[src/rtl/assert_macros.svh]
// Assertion macros for the RTL top level, which carries the concurrent checks.
`ifndef ASSERT_MACROS_SVH
`define ASSERT_MACROS_SVH

// Check a property on every rising clock edge outside reset.
`define ASSERT_CLK(lbl, prop, msg) \
  lbl: assert property (@(posedge clk_i) disable iff (!rst_ni) (prop)) else $error(msg);

// Check that a condition holds at each rising clock edge outside reset.
`define ASSERT_ALWAYS(lbl, cond, msg) \
  lbl: assert property (@(posedge clk_i) disable iff (!rst_ni) 1'b1 |-> (cond)) else $error(msg);

`endif

[src/rtl/mtf_pkg.sv]
// Constants and types shared by the move-to-front list modules.
`default_nettype none

package mtf_pkg;

  localparam int MAX_ITEMS = 128;
  localparam int SYM_W     = 8;
  localparam int POS_W     = 8;
  localparam int COST_W    = 32;
  localparam int IDX_W     = $clog2(MAX_ITEMS);
  localparam int CNT_W     = $clog2(MAX_ITEMS + 1);
  localparam int GRP_SZ    = 8;
  localparam int GLOC_W    = $clog2(GRP_SZ);
  localparam int NGRP      = (MAX_ITEMS + GRP_SZ - 1) / GRP_SZ;

  localparam logic CMD_LOAD   = 1'b0;
  localparam logic CMD_ACCESS = 1'b1;

  // Broadcast control from the sequencer to every cell of the list.
  typedef struct packed {
    logic             cmp_en;
    logic             load_en;
    logic             move_en;
    logic [CNT_W-1:0] fill;
    logic [IDX_W-1:0] move_idx;
    logic [SYM_W-1:0] sym;
  } cell_ctrl_t;

endpackage

`default_nettype wire

[src/rtl/mtf_cell.sv]
// One list cell: holds and loads an entry, compares it against the search symbol and shifts.
`default_nettype none

module mtf_cell import mtf_pkg::*; (
  input  logic             clk_i,
  input  logic             rst_ni,
  input  cell_ctrl_t       ctrl_i,
  input  logic [IDX_W-1:0] idx_i,
  input  logic [SYM_W-1:0] left_i,
  output logic [SYM_W-1:0] entry_o,
  output logic             match_o
);

  logic [SYM_W-1:0] entry_q, entry_d;
  logic             match_q, match_d;
  logic             in_list;

  always_comb begin
    in_list = CNT_W'(idx_i) < ctrl_i.fill;
    entry_d = entry_q;
    if (ctrl_i.load_en && (CNT_W'(idx_i) == ctrl_i.fill)) begin
      entry_d = ctrl_i.sym;
    end else if (ctrl_i.move_en && (idx_i <= ctrl_i.move_idx)) begin
      // take the neighbor's entry; cell zero sees the accessed symbol
      entry_d = left_i;
    end
    match_d = match_q;
    if (ctrl_i.cmp_en) begin
      match_d = in_list && (entry_q == ctrl_i.sym);
    end
  end

  always_ff @(posedge clk_i) begin
    entry_q <= entry_d;
  end

  always_ff @(posedge clk_i or negedge rst_ni) begin
    if (!rst_ni) begin
      match_q <= 1'b0;
    end else begin
      match_q <= match_d;
    end
  end

  assign entry_o = entry_q;
  assign match_o = match_q;

endmodule

`default_nettype wire

[src/rtl/mtf_prio.sv]
// Two-stage registered priority encoder: first matching cell from the front.
`default_nettype none

module mtf_prio import mtf_pkg::*; (
  input  logic                 clk_i,
  input  logic [MAX_ITEMS-1:0] match_i,
  output logic                 hit_o,
  output logic [IDX_W-1:0]     idx_o
);

  logic [NGRP*GRP_SZ-1:0] match_pad;
  logic [NGRP-1:0]        grp_any_q, grp_any_d;
  logic [GLOC_W-1:0]      grp_loc_q [NGRP];
  logic [GLOC_W-1:0]      grp_loc_d [NGRP];
  logic                   hit_q, hit_d;
  logic [IDX_W-1:0]       idx_q, idx_d;

  assign match_pad = (NGRP*GRP_SZ)'(match_i);

  // stage one: lowest set bit inside each group of cells
  always_comb begin
    for (int g = 0; g < NGRP; g++) begin
      grp_any_d[g] = |match_pad[g*GRP_SZ +: GRP_SZ];
      grp_loc_d[g] = '0;
      for (int k = GRP_SZ - 1; k >= 0; k--) begin
        if (match_pad[g*GRP_SZ + k]) begin
          grp_loc_d[g] = GLOC_W'(k);
        end
      end
    end
  end

  // stage two: lowest group that holds a match
  always_comb begin
    hit_d = |grp_any_q;
    idx_d = '0;
    for (int g = NGRP - 1; g >= 0; g--) begin
      if (grp_any_q[g]) begin
        idx_d = IDX_W'(g * GRP_SZ + int'(grp_loc_q[g]));
      end
    end
  end

  always_ff @(posedge clk_i) begin
    grp_any_q <= grp_any_d;
    grp_loc_q <= grp_loc_d;
    hit_q     <= hit_d;
    idx_q     <= idx_d;
  end

  assign hit_o = hit_q;
  assign idx_o = idx_q;

endmodule

`default_nettype wire

[src/rtl/move_to_front_list_cost.sv]
// Move-to-front list with running access cost (top level).
//
// Input channel s_axis: tuser carries cmd (0 = load, 1 = access), tdata
// carries the 8-bit symbol. Output channel m_axis: tdata carries position
// (bits 7:0) and total_cost (bits 39:8); tuser carries found.
// Every input transaction produces exactly one output transaction.
// One item is in flight at a time. A load goes through the S_DONE state
// into the output register; an access steps through S_CMP, S_GRP, S_SEL,
// S_MOVE and S_DONE: the cells compare in parallel, a two-stage registered
// priority encoder finds the first match, then the cells shift toward the
// back in S_MOVE while the cost adds up. The next item is taken once the
// result has moved to the output register.
// Reset empties the list and clears the cost total; the list storage
// itself is not cleared and needs no clearing pass.
// When the receiver stalls, the result waits in the output register and a
// further finished result waits in the sequencer, so input stalls at most
// one item later. Loads beyond the list capacity are dropped.
`default_nettype none
`include "assert_macros.svh"

module move_to_front_list_cost import mtf_pkg::*; (
  input  logic        clk_i,
  input  logic        rst_ni,
  input  logic        s_axis_tvalid,
  output logic        s_axis_tready,
  input  logic [7:0]  s_axis_tdata,   // symbol[7:0]
  input  logic        s_axis_tuser,   // cmd
  output logic        m_axis_tvalid,
  input  logic        m_axis_tready,
  output logic [39:0] m_axis_tdata,   // position[7:0], total_cost[39:8]
  output logic        m_axis_tuser    // found
);

  localparam logic [2:0] S_IDLE = 3'd0;
  localparam logic [2:0] S_CMP  = 3'd1;
  localparam logic [2:0] S_GRP  = 3'd2;
  localparam logic [2:0] S_SEL  = 3'd3;
  localparam logic [2:0] S_MOVE = 3'd4;
  localparam logic [2:0] S_DONE = 3'd5;

  logic [2:0]        state_q, state_d;
  logic [CNT_W-1:0]  fill_q, fill_d;
  logic [COST_W-1:0] cost_q, cost_d;
  logic [SYM_W-1:0]  sym_q, sym_d;
  logic [POS_W-1:0]  res_pos_q, res_pos_d;
  logic              res_found_q, res_found_d;
  logic              out_valid_q, out_valid_d;
  logic [POS_W-1:0]  out_pos_q, out_pos_d;
  logic              out_found_q, out_found_d;
  logic [COST_W-1:0] out_cost_q, out_cost_d;

  logic              in_acc;
  logic              out_free;
  logic              has_room;
  cell_ctrl_t        ctrl;
  logic [SYM_W-1:0]  entries [MAX_ITEMS];
  logic [MAX_ITEMS-1:0] match_vec;
  logic              hit;
  logic [IDX_W-1:0]  hit_idx;
  logic [31:0]       pos_full;
  logic [COST_W:0]   cost_sum;

  assign s_axis_tready = (state_q == S_IDLE);
  assign in_acc        = s_axis_tvalid && s_axis_tready;
  assign out_free      = !out_valid_q || m_axis_tready;
  assign has_room      = fill_q < CNT_W'(MAX_ITEMS);

  assign pos_full = 32'(hit_idx) + 32'd1;
  assign cost_sum = {1'b0, cost_q} + (COST_W+1)'(pos_full);

  always_comb begin
    ctrl.cmp_en   = (state_q == S_CMP);
    ctrl.load_en  = in_acc && (s_axis_tuser == CMD_LOAD) && has_room;
    ctrl.move_en  = (state_q == S_MOVE) && hit;
    ctrl.fill     = fill_q;
    ctrl.move_idx = hit_idx;
    ctrl.sym      = (state_q == S_IDLE) ? s_axis_tdata : sym_q;
  end

  for (genvar i = 0; i < MAX_ITEMS; i++) begin : g_cell
    logic [SYM_W-1:0] left;
    if (i == 0) begin : g_head
      assign left = ctrl.sym;
    end else begin : g_body
      assign left = entries[i-1];
    end
    mtf_cell u_cell (
      .clk_i   (clk_i),
      .rst_ni  (rst_ni),
      .ctrl_i  (ctrl),
      .idx_i   (IDX_W'(i)),
      .left_i  (left),
      .entry_o (entries[i]),
      .match_o (match_vec[i])
    );
  end

  mtf_prio u_prio (
    .clk_i   (clk_i),
    .match_i (match_vec),
    .hit_o   (hit),
    .idx_o   (hit_idx)
  );

  always_comb begin
    state_d     = state_q;
    fill_d      = fill_q;
    cost_d      = cost_q;
    sym_d       = sym_q;
    res_pos_d   = res_pos_q;
    res_found_d = res_found_q;
    out_valid_d = out_valid_q;
    out_pos_d   = out_pos_q;
    out_found_d = out_found_q;
    out_cost_d  = out_cost_q;

    if (m_axis_tready) begin
      out_valid_d = 1'b0;
    end

    case (state_q)
      S_IDLE: begin
        if (in_acc) begin
          sym_d = s_axis_tdata;
          if (s_axis_tuser == CMD_ACCESS) begin
            state_d = S_CMP;
          end else begin
            if (has_room) begin
              fill_d = fill_q + CNT_W'(1);
            end
            res_pos_d   = '0;
            res_found_d = 1'b0;
            state_d     = S_DONE;
          end
        end
      end
      S_CMP:  state_d = S_GRP;
      S_GRP:  state_d = S_SEL;
      S_SEL:  state_d = S_MOVE;
      S_MOVE: begin
        res_found_d = hit;
        res_pos_d   = '0;
        if (hit) begin
          res_pos_d = (pos_full > 32'd255) ? '1 : pos_full[POS_W-1:0];
          cost_d    = cost_sum[COST_W] ? '1 : cost_sum[COST_W-1:0];
        end
        state_d = S_DONE;
      end
      S_DONE: begin
        // hand the result over once the output register is free
        if (out_free) begin
          out_valid_d = 1'b1;
          out_pos_d   = res_pos_q;
          out_found_d = res_found_q;
          out_cost_d  = cost_q;
          state_d     = S_IDLE;
        end
      end
      default: state_d = S_IDLE;
    endcase
  end

  always_ff @(posedge clk_i or negedge rst_ni) begin
    if (!rst_ni) begin
      state_q     <= S_IDLE;
      fill_q      <= '0;
      cost_q      <= '0;
      out_valid_q <= 1'b0;
    end else begin
      state_q     <= state_d;
      fill_q      <= fill_d;
      cost_q      <= cost_d;
      out_valid_q <= out_valid_d;
    end
  end

  always_ff @(posedge clk_i) begin
    sym_q       <= sym_d;
    res_pos_q   <= res_pos_d;
    res_found_q <= res_found_d;
    out_pos_q   <= out_pos_d;
    out_found_q <= out_found_d;
    out_cost_q  <= out_cost_d;
  end

  assign m_axis_tvalid = out_valid_q;
  assign m_axis_tdata  = {out_cost_q, out_pos_q};
  assign m_axis_tuser  = out_found_q;

  `ASSERT_ALWAYS(a_fill_bound, fill_q <= CNT_W'(MAX_ITEMS), "fill count above list capacity")
  `ASSERT_CLK(a_load_grows, ctrl.load_en |=> fill_q == $past(fill_q) + CNT_W'(1), "load lost")
  `ASSERT_CLK(a_cost_mono, 1'b1 |=> cost_q >= $past(cost_q), "cost total decreased")
  `ASSERT_ALWAYS(a_found_pos, !(out_valid_q && out_found_q) || (out_pos_q != '0), "found result with zero position")

endmodule

`default_nettype wire

[config.mk]
export PLATFORM = sky130hd
export DESIGN_NAME = move_to_front_list_cost
export DESIGN_NICKNAME = d
export VERILOG_FILES = /design/src/rtl/mtf_pkg.sv /design/src/rtl/mtf_cell.sv /design/src/rtl/mtf_prio.sv /design/src/rtl/move_to_front_list_cost.sv
export VERILOG_INCLUDE_DIRS = /design/src /design/src/rtl
export SDC_FILE = /design/constraint.sdc
export NUM_CORES = 2
export LEC_CHECK = 0
export BUFFER_PORTS_ARGS = -buffer_cell sky130_fd_sc_hd__buf_2
export CAP_MARGIN = 20
export CORE_MARGIN = 1
export CORE_UTILIZATION = 50
export DETAILED_ROUTE_END_ITERATION = 8
export PLACE_DENSITY = 0.65
export SYNTH_ARGS = -nofsm -noshare
export SYNTH_HDL_FRONTEND = slang
export SYNTH_HIERARCHICAL = 1
export SYNTH_SLANG_ARGS = --single-unit
[constraint.sdc]
create_clock -name clk_i -period 38.2 [get_ports clk_i]
set_input_delay 9.55 -clock clk_i [delete_from_list [all_inputs] [get_ports clk_i]]
set_output_delay 9.55 -clock clk_i [all_outputs]
set_load 0.05 [all_outputs]
Word-level counts from Yosys, hierarchy flattened
Cells that the tools add are included. W data, S select, Z words.

Logic and storage cells: 1835. Input bits: 13. Output and inout bits: 43. Flip-flop bits (word level): 1326.

Eq/ne operators: 263. Mux-type cells: 401. Reduce and logical (&&, ||, !) cells: 576. Magnitude comparators: 258. Bitwise gates (word level): 1. Add/subtract/negate cells: 18.

Operators by type and width (count): $mux W8 (261); $eq A8 B8 Y1 (128); $eq A7 B8 Y1 const A (64); $lt A7 B8 Y1 const A (64); $le A7 B7 Y1 const A (64); $logic_and A1 B1 Y1 (388); $reduce_bool A2 Y1 (129); $eq A6 B8 Y1 const A (32); $lt A6 B8 Y1 const A (32); $le A6 B7 Y1 const A (32); $mux W3 (68); $eq A5 B8 Y1 const A (16); $lt A5 B8 Y1 const A (16); $reduce_or A8 Y1 (16); $le A5 B7 Y1 const A (16); $mux W7 (15); $eq A4 B8 Y1 const A (8); $lt A4 B8 Y1 const A (8); $mux W2 (32); $reduce_or A4 Y1 (16); $add A7 B3 Y7 const A (8); $le A4 B7 Y1 const A (8); $add A32 B8 Y33 (1); $eq A3 B8 Y1 const A (4); 35 further kinds (91).

Logic depth before layout (Yosys ltp)
Word-level depth: 17. Mapped depth: 12.

Cells and area by module
Netlist, hierarchy kept.

By module, submodules not included: mtf_cell (g_cell[0].u_cell ...) (seq. area each 265.3 µm², cells an instance 79, area each 867.1 µm², times used 121); mtf_cell (g_cell[35].u_cell ...) (seq. area each 265.3 µm², cells an instance 79, area each 865.8 µm², times used 7); move_to_front_list_cost (seq. area each 2842.7 µm², cells an instance 359, area each 4598.2 µm², times used 1); mtf_prio (seq. area each 1441.4 µm², cells an instance 397, area each 3165.5 µm², times used 1).

Worst setup path after synthesis
OpenSTA, ideal clock, no wires.

Path kind: input to register. From: in s_axis_tvalid. To: reg g_cell[35].u_cell.entry_q[0] (enable). Required time: 37.822 ns. Path buffers: 1. Stages: 5. Slack: 21.734 ns. Arrival time: 16.088 ns. Cells stage by stage: nor2b_1 > and3b_1 > buf_2 > nand2_4 > a31oi_1.

RTL lines: start: declaration (line move_to_front_list_cost.sv:24) `input logic s_axis_tvalid,`; end signal: assignment (line mtf_cell.sv:34) `entry_q <= entry_d;`; end: declaration (line mtf_cell.sv:14) `logic [SYM_W-1:0] entry_q, entry_d;`.

Worst setup path after layout
From: in s_axis_tvalid. To: reg g_cell[1].u_cell.entry_q[4] (enable).

Word-level cells in the longest chain between the ends: 5.

Ends and longest elaborated chain: $logic_and A1 B1 Y1 (line move_to_front_list_cost.sv:64) `assign in_acc = s_axis_tvalid && s_axis_tready;`; $logic_and A1 B1 Y1 (2 in series) (line move_to_front_list_cost.sv:73) `ctrl.load_en = in_acc && (s_axis_tuser == CMD_LOAD) && has_room;`; $logic_and A1 B1 Y1 (line mtf_cell.sv:21) `if (ctrl_i.load_en && (CNT_W'(idx_i) == ctrl_i.fill)) begin`; $reduce_bool A2 Y1 (no source line); end signal: assignment (line mtf_cell.sv:34); end: declaration (line mtf_cell.sv:14).

No other way between the ends. A chain may end at the register's enable or synchronous reset.

==> out/qor.yml <==
synth:
  post_synth_main_area_contributors: "edfxtp_1, ha_1, mux2_4"
  synth_cell_type_count: 81
  synth_top_flop_cell: "edfxtp_1"
  netlist_area_um2: 119000
  yosys-mux-area-fraction_pct: 13.1
  synthDominantAreaCellType: "edfxtp_1"
  synth_xor_xnor_area_share_pct: 7.71
  synth-simple-area-share_pct: 10.8
  asyncSetResetFlopFracSynth_pct: 13.0
  avgSynthCellArea_um2: 10.9
  synthesized_instance_count: 10868
  yosysSeqAreaShare_pct: 32.2
  synth_compound_gate_area_share_pct: 10.9
  synth_seq_cells: 1326
  yosysTopAreaCellShare_pct: 27.4
  synth_top_family_by_area: "adder cells"
  yosysWarnings: 6
  synth_enable_flop_cells: 1082
  synth_adder_area_share_pct: 19.0
clock_network:
  cts.sink_count: 1326
  clockBufferDepth: 3
  cts_post_setup_buffers_inserted: 0
  cts_root_buf: "clkbuf_16"
  clock_latency_reported_for_the_late_side_of_the_worst_skew_pair_ps: 830
  cts_max_level: 4
  number_of_resized_instances_in_the_post_cts_repair_step: 0
  clk_pin_slew_worst_paths_ps: 60
  cts-buffers-inserted: 155
  cts_hold_buf: 0
  clock_tree_from_tritoncts: "yes"
global_route:
  grt_antenna_before_repair: 4
  grt_max_degree: 157
  gr-total-overflow: 0
  grt_pass1_wl_um: 506000
  first_global_vias: 91482
  groute.usage.overall_pct: 27.0
cells_and_area:
  antennaDiodeCount: 0
  final-seq-area_um2: 38300
  layout_commonest_cell: "inv_1"
  multi_input_comb_area_um2: 79400
  final_layout_size_suffix_gt1_share_pct: 14.2
  area_growth_syn_to_layout_pct: 13.9
  nNetsFinal: 14632
  num-fill-cells: 19915
  most-common-layout-cells: "inv_1, ha_1, conb_1"
setup_path:
  sort_of_element_at_the_start_of_the_critical_path: "input pin"
  crit_start: "s_axis_tvalid"
  rr_endpoint: "g_cell[1].u_cell/entry_o[4]"
  critPathCaptureType: "flop"
  register_to_register_setup_slack_ps: 32470
  timing.critical_path.arrival_ps: 14180
  worstRegToRegCells: 9
  r2r_start: "state_q[1]"
  cp_data_required_time_ps: 38650
  timing_worst_setup_path_type: "in -> reg"
  timing.critical_path.fanout_max: 41
floorplan:
  core.rowCount: 178
  die_h_um: 489
  design.die.area_um2: 239000
  core-area_um2: 236000
  die_w_um: 489
  boundaryPins: 56
  initial_core_util_pct: 50.4
detailed_routing:
  detailedRoute.firstPassIterationCount: 6
  wire_per_inst_um: 20.1
  vias_per_cell: 5.47
  drcViolationCount: 0
  initialDrtViolationCount: 5005
  ant_nets: 0
  drt-total-wl_um: 324000
  via_count_of_the_routed_design: 88127
power_and_ir_drop:
  power_w: 0.00577
  leakagePower_nw: 59.3
  power.density_cell_area_nw_per_um2: 42.7
  vdd.ir_drop.worst_mv: 0.158
timing:
  final.period_utilization_pct: 36.0
  worst_pin_slew_ps: 1200
  max_freq_mhz: 72.8
  max_slew_margin_pct: 20.3
  finalSetupViolCount: 0
  timing.clock.skew_ps: 44.0
  hold_violations: 0
  fin_crit_ps: 13730
  fin_setup_tns_ps: 0
  slew_violations: 0
  rsz0062_at_grt: "false"
place:
  buffer_ports.inserted: 55
  dp_hpwl_um: 209000
  finalWeightedCongestion: 0.835
min_path:
  timing.hold.worst.class: "reg -> reg"
  timing.hold.worst_path_depth: 0
  worstHoldEndpoint: "out_pos_q[6]"
  hold_path_startpoint: "res_pos_q[6]"
job:
  max_capacitance_violation_count: 0
run_status:
  run_status: "finished clean"
==> cell usage after synthesis (130+ instances only) <==
cell / count
xnor2_1: 652
edfxtp_1: 1082
nand3_1: 145
a21oi_1: 1064
nor2b_1: 150
o211ai_1: 135
inv_1: 1976
dfrtp_1: 172
ha_1: 1802
xor2_1: 393
a21o_1: 258
o221ai_1: 130
nand2_1: 185
nand4_1: 400
o2111ai_1: 131
o22ai_1: 130
mux2_4: 1024
nor4_1: 163
==> worst max-delay path: stages <==
cell,delay [ps]
buf_2,90
nor2b_1,230
and3b_4,690
buf_4,810
buf_4,690
buf_4,870
nand2_4,270
o21a_1,200
a21oi_1,650
==> how the worst max path moves through the flow <==
stage	endpoint	slack, ps
detailed placement	g_cell[29].u_cell/entry_o[5]	23720
global placement	g_cell[27].u_cell/entry_o[2]	23810
CTS	g_cell[5].u_cell/entry_o[3]	24580
finish	g_cell[1].u_cell/entry_o[4]	24470
floorplan	g_cell[35].u_cell/entry_o[0]	21730
global route	g_cell[29].u_cell/entry_o[5]	24350
==> metrics by stage <==
| stage | util (%) | cells | worst slack [ps] | hold WS [ps] | cell area, um^2 |
|---|---|---|---|---|---|
| after floorplan | - | 12530 | 21730 | 400 | 125000 |
| after global placement | 55.2 | 15806 | 23810 | 405 | 130000 |
| after detailed placement | 55.2 | 15806 | 23720 | 407 | 130000 |
| after CTS | 57.4 | 16094 | 24580 | 423 | 135000 |
| after global routing | 57.4 | 16097 | 24350 | 429 | 135000 |
| final | 57.4 | 16097 | 24470 | 420 | 135000 |
==> power by group <==
group	total, W	switching (W)	internal, W	leakage, nW
Clock	0.00151	0.000637	0.000878	2.45
Sequential	0.00170	0.0000877	0.00162	12.7
Combinational	0.00255	0.00165	0.000897	44.2
Total	0.00577	0.00238	0.00339	59.3
==> final cells by class <==
class | instances | area share (%)
clock buffers | 211 | 3.18
inverters | 1977 | 5.49
clock inverters | 77 | 0.576
repair buffers | 146 | 0.833
flip-flops and latches | 1326 | 28.3
multi-input cells | 9210 | 58.7
well taps | 3150 | 2.91
==> metal layers <==
metal / global-route usage (%) / share of wire, % / wire [um]
met2: 48.3 / 50 / 161000
met4: 9.36 / 3.4 / 10900
met1: 32.9 / 42 / 136000
met5: 0 / 0.0037 / 12
met3: 3.47 / 5.0 / 16100
==> sequential cells by signal (all words and copies together) (netlist names) <==
name                   count
g_cell.u_cell/match_o    128
m_axis_tvalid              1
m_axis_tuser               1
res_found_q                1
cost_q                    32
out_cost_q                32
fill_q                     8
out_pos_q                  8
sym_q                      8
u_prio/idx_o               7
res_pos_q                  8
u_prio/grp_any_q          16
g_cell.u_cell/entry_o   1024
u_prio/grp_loc_q          48
state_q                    3
u_prio/hit_o               1
==> cells by family after synthesis <==
group	count (synthesis)
AOI/OAI and AO/OA	2053
buffers and inverters	1994
adders and majority gates	1803
and+or+nand+nor	1604
DFF	1326
xor gates and xnor gates	1045
muxes	1041
other	2
(Power assumes the default switching activity.)
